`src/hdl/tcgp_pkg.sv`:
```
package tcgp_pkg;

  localparam int unsigned PANEL_SHORT = 128;
  localparam int unsigned PANEL_LONG  = 296;
  localparam int unsigned GLYPH_ROWS  = 8;
  localparam int unsigned GLYPH_COLS  = 8;

  localparam int unsigned GLYPH_COUNT = 224;
  localparam int unsigned LINE_BYTES  = (PANEL_SHORT + 7) / 8;
  localparam int unsigned FRAME_BYTES = LINE_BYTES * PANEL_LONG;
  localparam int unsigned GLYPH_BYTES = GLYPH_COUNT * GLYPH_ROWS;

  localparam logic [7:0] FIRST_CODE   = 8'h20;
  localparam logic [7:0] NEWLINE_CODE = 8'h0A;
  localparam logic [7:0] WHITE_BYTE   = 8'hFF;

  typedef enum logic [1:0] {
    MODE_PRINT = 2'd0,
    MODE_LOAD  = 2'd1,
    MODE_READ  = 2'd2,
    MODE_CLEAR = 2'd3
  } mode_e;

  // cursor step request from the sequencer
  typedef struct packed {
    logic step;
    logic newline;
  } cur_cmd_t;

  // cursor position and wrap indication for the pending step
  typedef struct packed {
    logic [8:0] along;
    logic [6:0] across;
    logic       wrap;
  } cur_stat_t;

endpackage

```
`src/hdl/tcgp_cursor.sv`:
```
module tcgp_cursor
  import tcgp_pkg::*;
(
  input  logic       clk_i,
  input  logic       rst_ni,
  input  logic       cfg_we_i,
  input  logic [3:0] cfg_wdata_i,
  input  cur_cmd_t   cmd_i,
  output cur_stat_t  stat_o
);

  localparam logic [7:0] AcrossLimit = 8'(PANEL_SHORT - GLYPH_COLS);
  localparam logic [9:0] AlongLimit  = 10'(PANEL_LONG - GLYPH_ROWS);

  logic [3:0] line_gap_q;
  logic [8:0] along_q, along_d;
  logic [6:0] across_q, across_d;
  logic [7:0] across_sum;
  logic [9:0] line_sum;
  logic       line_feed;
  logic       wrap;

  always_comb begin
    across_sum = {1'b0, across_q} + 8'(GLYPH_COLS);
    line_sum   = {1'b0, along_q} + 10'(GLYPH_ROWS) + {6'd0, line_gap_q};
    // next line when asked, or when no room is left for another glyph
    line_feed  = cmd_i.newline || (across_sum > AcrossLimit);
    wrap       = line_feed && (line_sum > AlongLimit);
    along_d    = along_q;
    across_d   = across_q;
    if (cmd_i.step) begin
      if (line_feed) begin
        across_d = '0;
        along_d  = wrap ? '0 : line_sum[8:0];
      end else begin
        across_d = across_sum[6:0];
      end
    end
  end

  always_ff @(posedge clk_i or negedge rst_ni) begin
    if (!rst_ni) begin
      line_gap_q <= '0;
      along_q    <= '0;
      across_q   <= '0;
    end else begin
      if (cfg_we_i) begin
        line_gap_q <= cfg_wdata_i;
      end
      along_q  <= along_d;
      across_q <= across_d;
    end
  end

  assign stat_o.along  = along_q;
  assign stat_o.across = across_q;
  assign stat_o.wrap   = cmd_i.step && wrap;

endmodule

```
`config.mk`:
```
export PLATFORM = sky130hd
export DESIGN_NAME = tcgp_cursor
export DESIGN_NICKNAME = d
export VERILOG_FILES = /design/src/hdl/tcgp_pkg.sv /design/src/hdl/tcgp_cursor.sv
export SDC_FILE = /design/constraint.sdc
export NUM_CORES = 1
export LEC_CHECK = 0
export BUFFER_PORTS_ARGS = -buffer_cell sky130_fd_sc_hd__buf_2
export CORE_UTILIZATION = 45
export DETAILED_ROUTE_END_ITERATION = 8
export HOLD_SLACK_MARGIN = 0.02
export PLACE_DENSITY = 0.75
export RECOVER_POWER = 25
export SLEW_MARGIN = 25
export SYNTH_ARGS = -nofsm -noshare
export SYNTH_HDL_FRONTEND = slang
export SYNTH_SLANG_ARGS = --single-unit
```
`constraint.sdc`:
```
create_clock -name clk_i -period 4.3 [get_ports clk_i]
set_input_delay 0.645 -clock clk_i [delete_from_list [all_inputs] [get_ports clk_i]]
set_output_delay 0.645 -clock clk_i [all_outputs]
set_load 0.05 [all_outputs]
```
-- Word-level counts from Yosys, hierarchy flattened
Index checks and enable logic that the tools add are counted.
- output and inout port bits: 17
- word-level logic and storage cells: 14
- register bits: 20
- input bits: 9
- mux-type cells: 2
- reductions and logical operators: 4
- add/subtract/negate cells: 3
- magnitude comparators: 2
- operator list (kind ; count):
    adder 10 x 4 -> 10 bit ; 1
    adder 9 x 4 -> 10 bit (second input constant) ; 1
    > comparator 10 x 9 -> 1 bit (second input constant) ; 1
    2-to-1 mux 9 bit ; 1
    adder 7 x 4 -> 8 bit (second input constant) ; 1
    > comparator 8 x 7 -> 1 bit (second input constant) ; 1
    2-to-1 mux 7 bit ; 1
    logical AND 1 bit ; 2
    AND reduction 2 bit ; 1
    logical OR 1 bit ; 1

-- Longest topological paths before layout
Gate-level depths: netlist (run 1).
- word-level depth: 5
- gate-level depth with buffers: 12

-- Worst setup path after synthesis (run 1)
Ideal clock, no wire load.
- path type: register to output
- start point: register along_q[1]
- end point: output stat_o[0] (netlist name)
- data required time: 3.655 ns
- arrival time: 3.158 ns
- buffers on the path: 0
- stages on the path, launching flop included: 11
- path slack: 0.497 ns
- cell sequence: dfrtp_1 -> ha_1 -> ha_1 -> inv_1 -> fa_1 -> nand2b_2 -> a211oi_4 -> xnor2_1 -> a31oi_1 -> o21ai_2 -> a21oi_1
- RTL lines (element ; line ; text):
    start: declaration ; tcgp_cursor.sv:16 ; logic [8:0] along_q, along_d;
    start signal: assignment ; tcgp_cursor.sv:50 ; along_q <= along_d;
    end: declaration ; tcgp_cursor.sv:9 ; output cur_stat_t stat_o

==> results of run 1 <==
-- routing by layer --
| layer | vias up | part of all wire | GRT usage |
|---|---|---|---|
| li1 | 428 | - | - |
| met5 | - | 0 | 0 |
| met3 | 2 | 0.051 | 0.0205 |
| met4 | 0 | 0.0049 | 0.0676 |
| met2 | 28 | 0.48 | 0.284 |
| met1 | 410 | 0.46 | 0.248 |
-- sequential cells by signal, summed over array words and instances, names as in the netlist --
signal / cells
across_q: 4
along_q: 9
line_gap_q: 4
-- Yosys cell counts (all sizes together) --
library cell / instances
a31oi: 2
nand2: 7
nand3b: 1
a31o: 1
dfrtp: 17
fa: 1
ha: 10
o21ai: 9
nor3b: 2
o21bai: 1
nor2: 4
conb: 1
a211oi: 1
nor3: 1
dlygate4sd1: 1
mux2: 3
nand2b: 2
nand4: 1
buf: 5
xor2: 2
a21oi: 6
a22o: 6
xnor2: 3
mux2i: 1
inv: 12
o21a: 1
and3: 1
or4: 1
o31ai: 1
and3b: 1
nand3: 4
o22ai: 2
-- critical path: cells and delay by family, from the launching register on --
family,cells,cell delay [ps]
buffers and inverters,2,350
XOR/XNOR,1,100
AO/OA/AOI/OAI,4,750
adder cells (fa/ha/maj),3,850
AND/OR/NAND/NOR,1,220
flip-flops,1,410
-- how the worst max path moves through the flow --
| stage | from | to | slack [ps] | cells after the start |
|---|---|---|---|---|
| final | along_q[1]$_DFFE_PN0P_ | stat_o[0] | 690 | 11 |
| after global routing | along_q[1]$_DFFE_PN0P_ | stat_o[0] | 500 | 11 |
| after CTS | along_q[1]$_DFFE_PN0P_ | stat_o[0] | 680 | 11 |
| after detailed placement | along_q[1]$_DFFE_PN0P_ | stat_o[0] | 1030 | 11 |
| after global placement | along_q[1]$_DFFE_PN0P_ | stat_o[0] | 1090 | 11 |
| after floorplan | along_q[1]$_DFFE_PN0P_ | stat_o[0] | 500 | 10 |
-- kinds of logic after synthesis --
logic type | after synthesis
compound gates | 30
simple gates | 25
buf+inv | 18
flops | 17
fa+ha+maj | 11
xor+xnor | 5
mux | 4
other cells | 1
-- area by class of cell --
class / instances / share of cell area
Multi-Input combinational cell: 78 / 0.488
Sequential cell: 17 / 0.340
Timing Repair Buffer: 22 / 0.0869
Inverter: 12 / 0.0360
Tap cell: 28 / 0.0280
Clock buffer: 3 / 0.0180
Clock inverter: 1 / 0.00400
-- report_power, final --
part	switching (mW)	internal [mW]	leakage, nW	total, mW
combinational	0.386	0.205	0.382	0.591
sequential	0.0549	0.205	0.211	0.260
clock	0.0514	0.0345	0.0177	0.0859
-- per-stage QoR --
stage	total power, mW	instances	instance area, um2	util	setup WS [ps]
3_5_place_dp	0.852	157	1230	0.539	1030
4_1_cts	0.943	161	1250	0.551	682
6_report	0.937	161	1250	0.550	688
3_3_place_gp	0.837	157	1230	0.539	1090
5_1_grt	1.01	161	1250	0.550	504
2_1_floorplan	0.739	113	1130	-	497
==> impl_metrics.json, run 1 <==
{
  "r2r-end": "along_q[1]$_DFFE_PN0P_",
  "port_buffers": 22,
  "clk_latency_ps": 280,
  "synth_area_leader_cell": "dfrtp_1",
  "netlist_area_um2": 1130,
  "routabilityCongestion": 0.778,
  "htree_levels": 1,
  "synth_compound_area_frac": 0.190,
  "vias_per_cell": 5.39,
  "worstPathRequired_ps": 3650,
  "std_cell_rows": 17,
  "rsz0062_at_grt": "no",
  "die_area_um2": 2710,
  "grtUsageTotal": 0.179,
  "finalHoldViolations": 0,
  "synth_xor_area_frac": 0.0555,
  "vias": 868,
  "crit_slowest_cell": "dfrtp_1",
  "holdBufCountCts": 0,
  "grt_max_degree": 18,
  "layout_common_cells": "buf_2 (21), dfrtp_1 (17), inv_1 (12)",
  "finalSetupTns_ps": 0,
  "yosys.area_share.simple": 0.119,
  "cts_setup_buffers": 0,
  "num-nets-final": 154,
  "cts_root_buf": "clkbuf_4",
  "ios": 26,
  "finalSetupViolCount": 0,
  "rr_worst_depth": 10,
  "cts_resized": 0,
  "synth_top_family_by_area": "compound AO/OA/AOI/OAI gates",
  "fin_crit_ps": 3610,
  "synth.avg_cell_area_um2": 10.2,
  "fillCellCount": 227,
  "dp_hpwl_um": 1570,
  "r2r_start": "along_q[1]$_DFFE_PN0P_",
  "die_w_um": 52.1,
  "clockBufferDepth": 2,
  "finalClockSkew_ps": 2.49,
  "holdWs_ps": 452,
  "antenna_found_initial": 0,
  "area_growth_pct": 11.1,
  "hp-class": "in2async",
  "crit_arrival_ps": 2970,
  "drive_gt1_frac": 0.263,
  "overflow": 0,
  "dr.first_iter.drc_count": 18,
  "grt_pass1_vias": 770,
  "muxShareOfSynthArea": 0.0388,
  "timing.final.crit_share": 0.840,
  "final_antenna_net_count": 0,
  "worst_pin_slew_ps": 905,
  "crit_top_cell": "ha_1",
  "end_kind": "output pin",
  "crit_type": "reg2out",
  "grt_pass1_wl_um": 3570,
  "final_common_cell": "buf_2",
  "first_pass_iters": 4,
  "synth.area.top_cells": "dfrtp_1 (38%), ha_1 (11%), a22o_1 (4.7%)",
  "synth-seq-cells": 17,
  "finalMaxSlewViolations": 0,
  "route.detailed.drc": 0,
  "slowest_delay_ps": 410,
  "syn_inst": 111,
  "clk_pin_slew_ps": 100,
  "cts_tree": "done",
  "avgRoutedWirePerCell_um": 12.8,
  "multi_input_area_um2": 611,
  "yosysWarnings": 0,
  "timing.fmax_mhz": 277,
  "ir_drop_uv": 372,
  "design.core.area_um2": 2280,
  "cap_violations": 0,
  "yosysTopAreaCellShare": 0.377,
  "path_cells": "ha_1 -> ha_1 -> inv_1 -> fa_1 -> nand2b_2 -> a211oi_4 -> xnor2_1 -> a31oi_1 -> o21ai_2 -> a21oi_1 -> buf_2",
  "status": "finished clean",
  "initial_core_util": 0.495,
  "ys_types": 37,
  "worstSetupStartpointType": "register",
  "power_density_nw_per_um2": 748,
  "clock-sinks": 17,
  "ff_latch_area_um2": 425,
  "wirelength_um": 2050,
  "die_h_um": 52.1,
  "max_slew_margin": 0.397,
  "num_antenna_cells": 0,
  "ff2ff_setup_slack_ps": 1410,
  "p_leak_nw": 0.610,
  "synth_adder_area_share": 0.129,
  "yosysSeqAreaShare": 0.377,
  "path_max_fanout": 4,
  "cts_buffers": 3
}
(Power assumes the default switching activity.)
==> run 2, diff against run 1 <==
PLACE_DENSITY = 0.77   (was 0.75)
clock period = 3 ns   (was 4.3 ns; I/O delays follow)
==> impl_metrics.json, run 2 (same netlist as run 1, synthesis figures left out) <==
{
  "worst_pin_slew_ps": 960,
  "route.detailed.drc": 0,
  "finalSetupViolCount": 1,
  "grt_pass1_vias": 950,
  "status": "finished, violations left",
  "grt_pass1_wl_um": 4470,
  "clk_latency_ps": 310,
  "finalMaxSlewViolations": 0,
  "design_area_um2": 1470,
  "reg_top3": "along_q: 9 flops, across_q: 4 flops, line_gap_q: 4 flops",
  "power.share.clock": 0.070,
  "end_kind": "output pin",
  "num-nets-final": 170,
  "vias_per_cell": 5.36,
  "num_antenna_cells": 0,
  "dr.first_iter.drc_count": 21,
  "power_frac_comb": 0.725,
  "die_h_um": 52.1,
  "final_cells": 177,
  "grtUsageTotal": 0.232,
  "internal-power_uw": 987,
  "r2r_start": "along_q[1]$_DFFE_PN0P_",
  "setup_ws_ps": -321,
  "rsz0062_at_grt": "yes",
  "clock-sinks": 17,
  "cap_violations": 0,
  "vias": 949,
  "die_w_um": 52.1,
  "initial_core_util": 0.495,
  "power_density_nw_per_um2": 1270,
  "path_max_fanout": 2,
  "fin_crit_ps": 3320,
  "clockBufferDepth": 2,
  "max_slew_margin": 0.360,
  "dp_hpwl_um": 1660,
  "finalClockSkew_ps": 3.74,
  "final_common_cell": "buf_2",
  "rr_worst_depth": 11,
  "finalSetupTns_ps": -321,
  "cts_tree": "done",
  "r2r-end": "along_q[1]$_DFFE_PN0P_",
  "wirelength_um": 2710,
  "total_power_mw": 1.87,
  "clk_pin_slew_ps": 110,
  "largest_reg_flops": 9,
  "finalHoldViolations": 0,
  "crit_arrival_ps": 2870,
  "ff2ff_setup_slack_ps": 40,
  "port_buffers": 22,
  "overflow": 0,
  "ir_drop_uv": 681,
  "die_area_um2": 2710,
  "top_register": "along_q",
  "holdBufCountCts": 0,
  "final_antenna_net_count": 0,
  "area_growth_pct": 30.6,
  "first_pass_iters": 4,
  "std_cell_rows": 17,
  "drive_gt1_frac": 0.416,
  "cts_buffers": 3,
  "crit_type": "reg2out",
  "p_switching_uw": 887,
  "worstPathRequired_ps": 2550,
  "violations": "negative setup slack",
  "p_leak_nw": 0.701,
  "ios": 26,
  "layout_common_cells": "buf_2 (20), dfrtp_1 (13), inv_1 (10), buf_6 (10), o21ai_0 (8)",
  "htree_levels": 1,
  "dp.cells": 161,
  "timing.final.crit_share": 1.11,
  "worstSetupStartpointType": "register",
  "timing.fmax_mhz": 301,
  "fillCellCount": 171,
  "p_seq_frac": 0.205,
  "dpl_cell_area_um2": 1290,
  "grt_max_degree": 18,
  "switching_share": 0.473,
  "antenna_found_initial": 0,
  "routabilityCongestion": 0.822,
  "hp-class": "in2async",
  "design.core.area_um2": 2280,
  "avgRoutedWirePerCell_um": 15.3,
  "cts_root_buf": "clkbuf_4"
}
[run 2: cell count changes in the layout (fill, tap and decap cells not counted), sizes merged]
cell  change
buf      +16
[run 2: worst max-delay path by stage]
stage | from | to | slack, ps | depth (start not counted)
2_1_floorplan | along_q[1]$_DFFE_PN0P_ | stat_o[0] | -20 | 10
3_3_place_gp | along_q[1]$_DFFE_PN0P_ | stat_o[0] | -20 | 10
3_5_place_dp | along_q[1]$_DFFE_PN0P_ | stat_o[0] | -50 | 10
4_1_cts | along_q[1]$_DFFE_PN0P_ | stat_o[0] | -270 | 10
5_1_grt | along_q[1]$_DFFE_PN0P_ | stat_o[0] | -360 | 10
6_report | along_q[1]$_DFFE_PN0P_ | stat_o[0] | -320 | 10
[run 2: area by class of cell]
type | instances | area [um2] | area share
inverters | 12 | 45.0 | 0.0306
repair buffers | 38 | 269 | 0.183
flip-flops and latches | 17 | 430 | 0.292
clock inverters | 1 | 5.00 | 0.00340
well taps | 28 | 35.0 | 0.0238
clock buffers | 3 | 22.5 | 0.0153
multi-input cells | 78 | 666 | 0.452
[run 2: metal layers]
layer  vias up  wire length (um)  global-route usage
li1        460                 -                   -
met5         -                 0                   0
met2        24              1410               0.391
met1       460              1160               0.292
met3         5                97              0.0351
met4         0                44              0.0946
[run 2: per-stage QoR]
stage | utilization | setup WS, ps | hold slack [ps]
after floorplan | - | -16.6 | 154
after global placement | 0.567 | -18.0 | 393
after detailed placement | 0.567 | -47.4 | 398
after CTS | 0.645 | -272 | 66.5
after global routing | 0.647 | -360 | 316
final | 0.647 | -321 | 260
[run 2: power by group through the flow]
stage,registers (mW),clock network (mW),logic [mW]
detailed placement,0.385,0,0.911
floorplan,0.587,0,0.499
global route,0.394,0.140,1.44
global placement,0.379,0,0.890
CTS,0.379,0.130,1.30
finish,0.384,0.131,1.36
[run 2: repair_timing]
action	in CTS	in global routing
gates resized for setup	14	3
setup endpoints to repair	7	7
setup buffers	13	2
pin swaps	7	5
[run 2: critical path, stage by stage (launching register included)]
cell and delay, ps:
dfrtp_2 440, ha_4 270, ha_4 120, inv_2 30, fa_1 490, inv_2 40
or4_1 510, o21a_1 200, o21ai_2 210, a21oi_4 80, buf_6 170
